--- src/sv/fcp_pkg.sv ---
// Types, constants and codes of the framed command parser.
// No dependencies; used by every module of the block.
package fcp_pkg;

  localparam int BUFFER_DEPTH = 16;
  localparam int IDX_W        = $clog2(BUFFER_DEPTH);
  localparam int FILL_W       = $clog2(BUFFER_DEPTH + 1);

  localparam logic [7:0] SYM_START = 8'h23;
  localparam logic [7:0] SYM_END   = 8'h21;
  localparam logic [7:0] CMD_P     = 8'h50;
  localparam logic [7:0] CMD_S     = 8'h53;

  localparam logic [1:0] MODE_APPEND   = 2'd0;
  localparam logic [1:0] MODE_DECODE   = 2'd1;
  localparam logic [1:0] MODE_CLEAR    = 2'd2;
  localparam logic [1:0] MODE_RESERVED = 2'd3;

  localparam logic [2:0] ST_OK         = 3'd0;
  localparam logic [2:0] ST_INCOMPLETE = 3'd1;
  localparam logic [2:0] ST_INVALID    = 3'd2;
  localparam logic [2:0] ST_CHECKSUM   = 3'd3;
  localparam logic [2:0] ST_FRAMING    = 3'd4;
  localparam logic [2:0] ST_NOSTART    = 3'd5;
  localparam logic [2:0] ST_FULL       = 3'd6;

  typedef struct packed {
    logic [1:0] mode;
    logic [7:0] data_byte;
  } in_item_t;

  typedef struct packed {
    logic [2:0] status;
    logic [7:0] gain_p;
    logic [7:0] gain_i;
    logic [7:0] gain_d;
    logic       report_request;
  } out_item_t;

  typedef enum logic [0:0] {
    CS_IDLE,
    CS_SCAN
  } ctl_state_t;

  typedef enum logic [3:0] {
    PH_SEEK,
    PH_CMD,
    PH_KP,
    PH_TI,
    PH_TD,
    PH_CS,
    PH_PEND,
    PH_SEND,
    PH_DONE
  } phase_t;

  typedef struct packed {
    logic load;
    logic shift;
  } cell_ctl_t;

  typedef struct packed {
    logic start;
    logic step;
    logic empty;
  } scan_ctl_t;

  typedef struct packed {
    logic [2:0] status;
    logic       load;
    logic       report;
    logic [7:0] kp;
    logic [7:0] ti;
    logic [7:0] td;
  } scan_res_t;

endpackage

--- src/sv/fcp_cell.sv ---
// One byte cell of the buffer ring: loads on append, takes its neighbor's byte on rotate.
// Depends on fcp_pkg.
module fcp_cell (
  input  logic                 clk,
  input  fcp_pkg::cell_ctl_t   ctl,
  input  logic [7:0]           load_byte,
  input  logic [7:0]           shift_in,
  output logic [7:0]           byte_q
);

  logic [7:0] byte_r;
  logic [7:0] byte_nxt;

  always_comb begin
    byte_nxt = byte_r;
    if (ctl.load) begin
      byte_nxt = load_byte;
    end else if (ctl.shift) begin
      byte_nxt = shift_in;
    end
  end

  always_ff @(posedge clk) begin
    byte_r <= byte_nxt;
  end

  assign byte_q = byte_r;

endmodule

--- src/sv/fcp_scanner.sv ---
// Frame parser fed one buffer byte per cycle from the head of the cell ring.
// Depends on fcp_pkg.
module fcp_scanner (
  input  logic                clk,
  input  logic                rst_n,
  input  fcp_pkg::scan_ctl_t  ctl,
  input  logic [7:0]          head_byte,
  input  logic                in_range,
  output fcp_pkg::scan_res_t  res
);

  fcp_pkg::phase_t phase_r, phase_nxt;
  logic [2:0] status_r, status_nxt;
  logic       load_r, load_nxt;
  logic       report_r, report_nxt;
  logic [7:0] kp_r, kp_nxt;
  logic [7:0] ti_r, ti_nxt;
  logic [7:0] td_r, td_nxt;
  logic [7:0] cs_r, cs_nxt;
  logic [7:0] sum_r, sum_nxt;

  // next state
  always_comb begin
    phase_nxt  = phase_r;
    status_nxt = status_r;
    load_nxt   = load_r;
    report_nxt = report_r;
    kp_nxt     = kp_r;
    ti_nxt     = ti_r;
    td_nxt     = td_r;
    cs_nxt     = cs_r;
    sum_nxt    = sum_r;
    if (ctl.start) begin
      phase_nxt  = fcp_pkg::PH_SEEK;
      status_nxt = fcp_pkg::ST_INCOMPLETE;
      load_nxt   = 1'b0;
      report_nxt = 1'b0;
    end else if (ctl.step) begin
      case (phase_r)
        fcp_pkg::PH_SEEK: begin
          if (in_range && head_byte == fcp_pkg::SYM_START) begin
            phase_nxt = fcp_pkg::PH_CMD;
          end
        end
        fcp_pkg::PH_CMD: begin
          if (!in_range) begin
            phase_nxt  = fcp_pkg::PH_DONE;
            status_nxt = fcp_pkg::ST_INCOMPLETE;
          end else if (head_byte == fcp_pkg::CMD_P) begin
            phase_nxt = fcp_pkg::PH_KP;
          end else if (head_byte == fcp_pkg::CMD_S) begin
            phase_nxt = fcp_pkg::PH_SEND;
          end else begin
            phase_nxt  = fcp_pkg::PH_DONE;
            status_nxt = fcp_pkg::ST_INVALID;
          end
        end
        fcp_pkg::PH_KP, fcp_pkg::PH_TI, fcp_pkg::PH_TD, fcp_pkg::PH_CS: begin
          if (!in_range) begin
            phase_nxt  = fcp_pkg::PH_DONE;
            status_nxt = fcp_pkg::ST_INCOMPLETE;
          end else begin
            case (phase_r)
              fcp_pkg::PH_KP: begin
                kp_nxt    = head_byte;
                sum_nxt   = fcp_pkg::CMD_P + head_byte;
                phase_nxt = fcp_pkg::PH_TI;
              end
              fcp_pkg::PH_TI: begin
                ti_nxt    = head_byte;
                sum_nxt   = sum_r + head_byte;
                phase_nxt = fcp_pkg::PH_TD;
              end
              fcp_pkg::PH_TD: begin
                td_nxt    = head_byte;
                sum_nxt   = sum_r + head_byte;
                phase_nxt = fcp_pkg::PH_CS;
              end
              default: begin
                cs_nxt    = head_byte;
                phase_nxt = fcp_pkg::PH_PEND;
              end
            endcase
          end
        end
        fcp_pkg::PH_PEND: begin
          phase_nxt = fcp_pkg::PH_DONE;
          if (!in_range) begin
            status_nxt = fcp_pkg::ST_INCOMPLETE;
          end else if (head_byte != fcp_pkg::SYM_END) begin
            status_nxt = fcp_pkg::ST_FRAMING;
          end else if (sum_r != cs_r) begin
            status_nxt = fcp_pkg::ST_CHECKSUM;
          end else begin
            status_nxt = fcp_pkg::ST_OK;
            load_nxt   = 1'b1;
          end
        end
        fcp_pkg::PH_SEND: begin
          phase_nxt = fcp_pkg::PH_DONE;
          if (!in_range) begin
            status_nxt = fcp_pkg::ST_INCOMPLETE;
          end else if (head_byte != fcp_pkg::SYM_END) begin
            status_nxt = fcp_pkg::ST_FRAMING;
          end else begin
            status_nxt = fcp_pkg::ST_OK;
            report_nxt = 1'b1;
          end
        end
        default: begin
          phase_nxt = phase_r;
        end
      endcase
    end
  end

  // outputs: verdict as of the final byte; frames still open at ring end are cut short
  always_comb begin
    res.kp     = kp_nxt;
    res.ti     = ti_nxt;
    res.td     = td_nxt;
    res.load   = 1'b0;
    res.report = 1'b0;
    if (ctl.empty) begin
      res.status = fcp_pkg::ST_INCOMPLETE;
    end else if (phase_nxt == fcp_pkg::PH_DONE) begin
      res.status = status_nxt;
      res.load   = load_nxt;
      res.report = report_nxt;
    end else if (phase_nxt == fcp_pkg::PH_SEEK) begin
      res.status = fcp_pkg::ST_NOSTART;
    end else begin
      res.status = fcp_pkg::ST_INCOMPLETE;
    end
  end

  always_ff @(posedge clk) begin
    if (!rst_n) begin
      phase_r <= fcp_pkg::PH_SEEK;
    end else begin
      phase_r <= phase_nxt;
    end
    status_r <= status_nxt;
    load_r   <= load_nxt;
    report_r <= report_nxt;
    kp_r     <= kp_nxt;
    ti_r     <= ti_nxt;
    td_r     <= td_nxt;
    cs_r     <= cs_nxt;
    sum_r    <= sum_nxt;
  end

endmodule

--- src/sv/framed_command_parser.sv ---
// Framed command parser: ring of byte cells, a frame scanner and the output register.
// Append, clear and unused mode: result in the cycle after the input transfer; one item
// per cycle while the result side keeps up. Decode: no input is taken while the ring
// rotates once past the scanner; the result is registered when the rotation is done.
// Reset clears the fill count, the gains and all control; buffer cells are not reset.
// Depends on fcp_pkg, fcp_cell, fcp_scanner.
module framed_command_parser (
  input  logic                clk,
  input  logic                rst_n,
  input  logic                in_valid,
  output logic                in_ready,
  input  fcp_pkg::in_item_t   in_data,
  output logic                out_valid,
  input  logic                out_ready,
  output fcp_pkg::out_item_t  out_data
);

  fcp_pkg::ctl_state_t state_r, state_nxt;
  logic [fcp_pkg::IDX_W-1:0]  cnt_r, cnt_nxt;
  logic [fcp_pkg::FILL_W-1:0] fill_r, fill_nxt;
  logic [7:0] gain_p_r, gain_p_nxt;
  logic [7:0] gain_i_r, gain_i_nxt;
  logic [7:0] gain_d_r, gain_d_nxt;
  logic       out_valid_r, out_valid_nxt;
  fcp_pkg::out_item_t out_data_r, out_data_nxt;

  logic in_fire;
  logic is_decode;
  logic append_ok;
  logic scan_step;
  logic scan_last;
  logic [7:0] cell_q [fcp_pkg::BUFFER_DEPTH];
  fcp_pkg::scan_ctl_t scan_ctl;
  fcp_pkg::scan_res_t scan_res;

  assign in_fire   = in_valid && in_ready;
  assign is_decode = in_data.mode == fcp_pkg::MODE_DECODE;
  assign append_ok = in_fire && in_data.mode == fcp_pkg::MODE_APPEND &&
                     fill_r < fcp_pkg::FILL_W'(fcp_pkg::BUFFER_DEPTH);

  // next state
  always_comb begin
    state_nxt = state_r;
    case (state_r)
      fcp_pkg::CS_IDLE: begin
        if (in_fire && is_decode) begin
          state_nxt = fcp_pkg::CS_SCAN;
        end
      end
      fcp_pkg::CS_SCAN: begin
        if (cnt_r == fcp_pkg::IDX_W'(fcp_pkg::BUFFER_DEPTH - 1)) begin
          state_nxt = fcp_pkg::CS_IDLE;
        end
      end
      default: begin
        state_nxt = fcp_pkg::CS_IDLE;
      end
    endcase
  end

  // control outputs
  always_comb begin
    in_ready  = 1'b0;
    scan_step = 1'b0;
    scan_last = 1'b0;
    case (state_r)
      fcp_pkg::CS_IDLE: begin
        in_ready = !out_valid_r || out_ready;
      end
      fcp_pkg::CS_SCAN: begin
        scan_step = 1'b1;
        scan_last = cnt_r == fcp_pkg::IDX_W'(fcp_pkg::BUFFER_DEPTH - 1);
      end
      default: begin
        in_ready = 1'b0;
      end
    endcase
  end

  genvar k;
  generate
    for (k = 0; k < fcp_pkg::BUFFER_DEPTH; k++) begin : g_cell
      fcp_pkg::cell_ctl_t cell_ctl;
      assign cell_ctl.load  = append_ok && fill_r == fcp_pkg::FILL_W'(k);
      assign cell_ctl.shift = scan_step;
      fcp_cell u_cell (
        .clk       (clk),
        .ctl       (cell_ctl),
        .load_byte (in_data.data_byte),
        .shift_in  (cell_q[(k + 1) % fcp_pkg::BUFFER_DEPTH]),
        .byte_q    (cell_q[k])
      );
    end
  endgenerate

  assign scan_ctl.start = in_fire && is_decode;
  assign scan_ctl.step  = scan_step;
  assign scan_ctl.empty = fill_r == '0;

  fcp_scanner u_scanner (
    .clk       (clk),
    .rst_n     (rst_n),
    .ctl       (scan_ctl),
    .head_byte (cell_q[0]),
    .in_range  ({1'b0, cnt_r} < fill_r),
    .res       (scan_res)
  );

  // datapath next values
  always_comb begin
    cnt_nxt       = cnt_r;
    fill_nxt      = fill_r;
    gain_p_nxt    = gain_p_r;
    gain_i_nxt    = gain_i_r;
    gain_d_nxt    = gain_d_r;
    out_valid_nxt = out_valid_r && !out_ready;
    out_data_nxt  = out_data_r;
    if (scan_ctl.start) begin
      cnt_nxt = '0;
    end else if (scan_step) begin
      cnt_nxt = cnt_r + 1'b1;
    end
    if (in_fire && !is_decode) begin
      out_valid_nxt               = 1'b1;
      out_data_nxt.status         = fcp_pkg::ST_OK;
      out_data_nxt.gain_p         = gain_p_r;
      out_data_nxt.gain_i         = gain_i_r;
      out_data_nxt.gain_d         = gain_d_r;
      out_data_nxt.report_request = 1'b0;
      if (in_data.mode == fcp_pkg::MODE_APPEND) begin
        if (append_ok) begin
          fill_nxt = fill_r + 1'b1;
        end else begin
          out_data_nxt.status = fcp_pkg::ST_FULL;
        end
      end else if (in_data.mode == fcp_pkg::MODE_CLEAR) begin
        fill_nxt = '0;
      end
    end
    if (scan_last) begin
      if (scan_res.load) begin
        gain_p_nxt = scan_res.kp;
        gain_i_nxt = scan_res.ti;
        gain_d_nxt = scan_res.td;
      end
      if (scan_res.status == fcp_pkg::ST_OK) begin
        fill_nxt = '0;
      end
      out_valid_nxt               = 1'b1;
      out_data_nxt.status         = scan_res.status;
      out_data_nxt.gain_p         = gain_p_nxt;
      out_data_nxt.gain_i         = gain_i_nxt;
      out_data_nxt.gain_d         = gain_d_nxt;
      out_data_nxt.report_request = scan_res.report;
    end
  end

  always_ff @(posedge clk) begin
    if (!rst_n) begin
      state_r     <= fcp_pkg::CS_IDLE;
      cnt_r       <= '0;
      fill_r      <= '0;
      gain_p_r    <= '0;
      gain_i_r    <= '0;
      gain_d_r    <= '0;
      out_valid_r <= 1'b0;
    end else begin
      state_r     <= state_nxt;
      cnt_r       <= cnt_nxt;
      fill_r      <= fill_nxt;
      gain_p_r    <= gain_p_nxt;
      gain_i_r    <= gain_i_nxt;
      gain_d_r    <= gain_d_nxt;
      out_valid_r <= out_valid_nxt;
    end
    out_data_r <= out_data_nxt;
  end

  assign out_valid = out_valid_r;
  assign out_data  = out_data_r;

endmodule

--- config.mk ---
export PLATFORM = sky130hd
export DESIGN_NAME = framed_command_parser
export DESIGN_NICKNAME = d
export VERILOG_FILES = /design/src/sv/fcp_pkg.sv /design/src/sv/fcp_cell.sv /design/src/sv/fcp_scanner.sv /design/src/sv/framed_command_parser.sv
export SDC_FILE = /design/constraint.sdc
export NUM_CORES = 1
export LEC_CHECK = 0
export BUFFER_PORTS_ARGS = -buffer_cell sky130_fd_sc_hd__buf_2
export CORE_ASPECT_RATIO = 1.4
export CORE_UTILIZATION = 62
export DETAILED_ROUTE_END_ITERATION = 12
export PLACE_DENSITY = 0.8
export RECOVER_POWER = 100
export SETUP_SLACK_MARGIN = 0.4
export SYNTH_ARGS = -nofsm -noshare
export SYNTH_HDL_FRONTEND = slang
export SYNTH_SLANG_ARGS = --single-unit
--- constraint.sdc ---
create_clock -name clk -period 3.8 [get_ports clk]
set_input_delay 0.76 -clock clk [delete_from_list [all_inputs] [get_ports clk]]
set_output_delay 0.76 -clock clk [all_outputs]
set_load 0.02 [all_outputs]
==> results.md <==
- Hold path startpoint: u_scanner.ti_r[5]
- DRT Wirelength: 21.91 mm
- Switching share of power: 21.47%
- CTS root buffer: clkbuf_16
- Mapped Nets: 792
- Vias in the first global route: 6,535
- DR iter-0 viols: 467
- # diodes: 0
- Worst-path fanout max: 10
- Initial antenna violation count: 2
- CP endpoint kind: register
- Leakage power: 0.004294 µW
- Count of flip-flops with a built-in enable after synthesis: 172
- Clk_lat worst skew: 510 ps
- Post-DR vias/cell: 6.099
- Gr usage total: 25.82%
- Hold-fix buffers, CTS: 0
- Status: complete, but fails checks
- Critical path type: register to register
- DPL Wire Length: 15.24 mm
- Clock period minus worst slack: 3280 ps
- Headroom to the max-slew limit: -18.01%
- Port Buf Inserts: 43
- CP Data Required Time: 4200 ps
- Tightest Pin Transition: 1752 ps
- Seq cells post-synth: 240
- Synth Area per Inst: 14.03 µm²
- Number of clock sinks: 240
- Starting Density: 63.49%
- Hold Slack: 470.1 ps
- Yosys cell types: 64
- Fin crit share: 86.32%
- Flop2flop setup slack: 520 ps
- Ys async rst share: 0%
- Switch Pwr: 1149 µW
- Gate power share: 5.1%
- Worst flop-to-flop path startpoint: fill_r[2]
- I/O pins: 44
- CTS buffer count: 22
- Unrepaired setup endpoints after global routing: false
- Die Ht: 156.9 µm
- Num rows: 56
- CP startpoint kind: register
- Reg-to-reg endpoint: gain_p_r[1]
- Core area: 0.01675 mm²
- Clk pwr share: 40.3%
- Slowest cell on the critical path: mux2_1
- Hold path depth: 1
- Int Power: 4201 µW
- Ys Warns: 0
- Via count: 6,282
- H-tree levels: 1
- Mapped Cells: 758
- Fmax: 304.9 MHz
- Die Area: 0.01768 mm²
- Pwr/cell area: 457.7 mW/mm²
- Top_reg_cell synth: edfxtp_1
- Violated checks: max-capacitance violations, max-slew violations
- Wire per inst: 21.27 µm
- Tightest Hold Check Type: register to register
- Largest net degree at the start of global routing: 34
- Pins over their slew limit: 13
- Setup TNS: 0 ps
- # nets final: 845
- Sequential Power Share: 54.7%
- Util after Layout: 69.80%
- Crit-path cells: inv_1, ha_1, a21o_1, a21oi_1, a21o_1, nand3_1, mux2_1, mux2_1, and2_0
- Number of remaining DRC errors: 0
- Drt pass-1 iters: 5
- Clk slew on worst S/H paths: 70 ps
- Peak VDD IR: 349.7 µV
- Final Hold Viols: 0
- Clk_skew: 10.65 ps
- Maxcap violations: 1
- Count of final setup violators: 0
- Synthesis-to-layout area growth: 9.945%
- Maximum root-to-sink buffer count: 3
- Share of the yosys chip area belonging to registers: 61.39%
- First-pass GRT wire length: 34.78 mm
- Share of cells above drive strength 1: 25.03%
- Max incr delay on CP: 510 ps
- Antenna Nets Post-Route: 0
- Gr ovfl total: 0
- Die Wd: 112.7 µm
- Worst r2r path cells: 9
- Hold path endpoint: u_scanner.ti_r[5]
- Placer Congestion: 0.9121
- Fillers: 1,176
- Post-Synthesis Cell Area: 0.01063 mm²
- CTS tree: built
- Total power: 5350 µW
- WP data arrival: 3680 ps
-- worst max-delay path by stage --
stage,from,end,slack (ps),depth (start not counted)
final,fill_r[2],gain_p_r[1],520,9
after global routing,g_cell[0].u_cell.byte_q[5],gain_d_r[1],330,11
after CTS,g_cell[0].u_cell.byte_q[4],gain_d_r[1],420,10
after detailed placement,g_cell[0].u_cell.byte_q[4],gain_d_r[1],470,10
after global placement,g_cell[0].u_cell.byte_q[4],out_data[12],550,9
after floorplan,out_ready,out_data[0],770,4
-- cells in the final DEF (no fill, tap or decap), types with 5 or more instances in the layout --
cell type,netlist,final
nand2b_1,19,19
nor3_1,13,13
nand4_1,10,10
nand3_1,16,16
and2_0,0,6
mux2_2,153,139
dfxtp_1,68,68
and2_1,18,12
xnor2_1,20,20
a21oi_1,31,31
mux2i_1,10,10
mux2_1,0,18
clkbuf_1,21,42
nor2_1,48,48
edfxtp_1,172,172
buf_4,1,10
buf_2,5,13
a21o_1,5,5
o21ai_0,8,8
ha_1,19,19
clkbuf_16,0,23
inv_1,26,26
nand2_1,17,17
a211oi_1,4,8
-- state kept, by name, summed over array words and instances, names as in the netlist --
| signal | flops |
|---|---|
| g_cell.u_cell.byte_q | 128 |
| u_scanner.ti_r | 8 |
| out_data | 28 |
| cnt_r | 4 |
| gain_p_r | 8 |
| u_scanner.phase_r | 4 |
| fill_r | 5 |
| gain_i_r | 8 |
| out_valid | 1 |
| u_scanner.kp_r | 8 |
| state_r | 1 |
| u_scanner.load_r | 1 |
| u_scanner.sum_r | 8 |
| u_scanner.report_r | 1 |
| u_scanner.status_r | 3 |
| gain_d_r | 8 |
| u_scanner.td_r | 8 |
| u_scanner.cs_r | 8 |
-- timing repair --
action / in CTS / in global routing
buffers inserted: 0 / 2
gates resized for setup: 0 / 2
endpoints found under the setup margin: 0 / 22
-- stage by stage --
step	instance area (µm²)	worst slack, ps	instances
after floorplan	10630	765.4	758
after detailed placement	11070	472.5	988
after global placement	11070	554.1	988
after CTS	11770	421.8	1028
after global routing	11690	327.1	1030
final	11690	519.8	1030
-- final cells by class --
class / instances / area (µm²) / share of cell area [%]
inverters: 26 / 97.59 / 0.8349
clock inverters: 8 / 76.32 / 0.6530
multi-input cells: 462 / 3822 / 32.70
clock buffers: 32 / 629.4 / 5.384
repair buffers: 59 / 282.8 / 2.419
flip-flops and latches: 240 / 6526 / 55.83
well taps: 203 / 254.0 / 2.173
-- per-layer routing --
metal,vias up,track usage (%),share of wire [%]
met5,-,0,0.12
met4,4,13.97,5.4
met3,77,3.273,3.9
met2,194,48.97,54
met1,3065,27.76,37
li1,2942,-,-
-- worst max-delay path, delay by kind of cell (launching register included) --
| kind | cells | cell delay, ps |
|---|---|---|
| simple gates | 2 | 660 |
| fa+ha+maj | 1 | 320 |
| flops | 1 | 450 |
| compound gates | 3 | 750 |
| buf+inv | 1 | 140 |
| mux | 2 | 840 |
-- power groups by stage --
stage / Clock (µW) / Sequential [µW] / Combinational, µW
2_1_floorplan: 0 / 2990 / 158
3_3_place_gp: 0 / 2980 / 271
3_5_place_dp: 0 / 2980 / 278
4_1_cts: 2180 / 2920 / 279
5_1_grt: 2270 / 2930 / 295
6_report: 2160 / 2920 / 271
-- cells in the mapped netlist (all sizes together) (16+ instances only) --
library cell,instances,share of area (%)
edfxtp,172,49
a21oi,31,1.5
dfxtp,68,13
nand2b,19,1.1
mux2,157,17
clkbuf,21,0.74
nor2,49,1.8
nand2,17,0.60
xnor2,20,1.6
and2,18,1.1
ha,19,2.2
inv,26,0.92
nand3,16,0.75
-- logic make-up after synthesis --
group / Yosys count / share of synthesized area [%]
AO/OA/AOI/OAI: 81 / 5.661
XOR/XNOR: 23 / 1.895
adder cells (fa/ha/maj): 20 / 2.424
buffers and inverters: 56 / 2.295
flip-flops: 240 / 61.39
multiplexers: 167 / 17.71
AND/OR/NAND/NOR: 171 / 8.627
No activity file was read; power rests on OpenSTA's default activity.
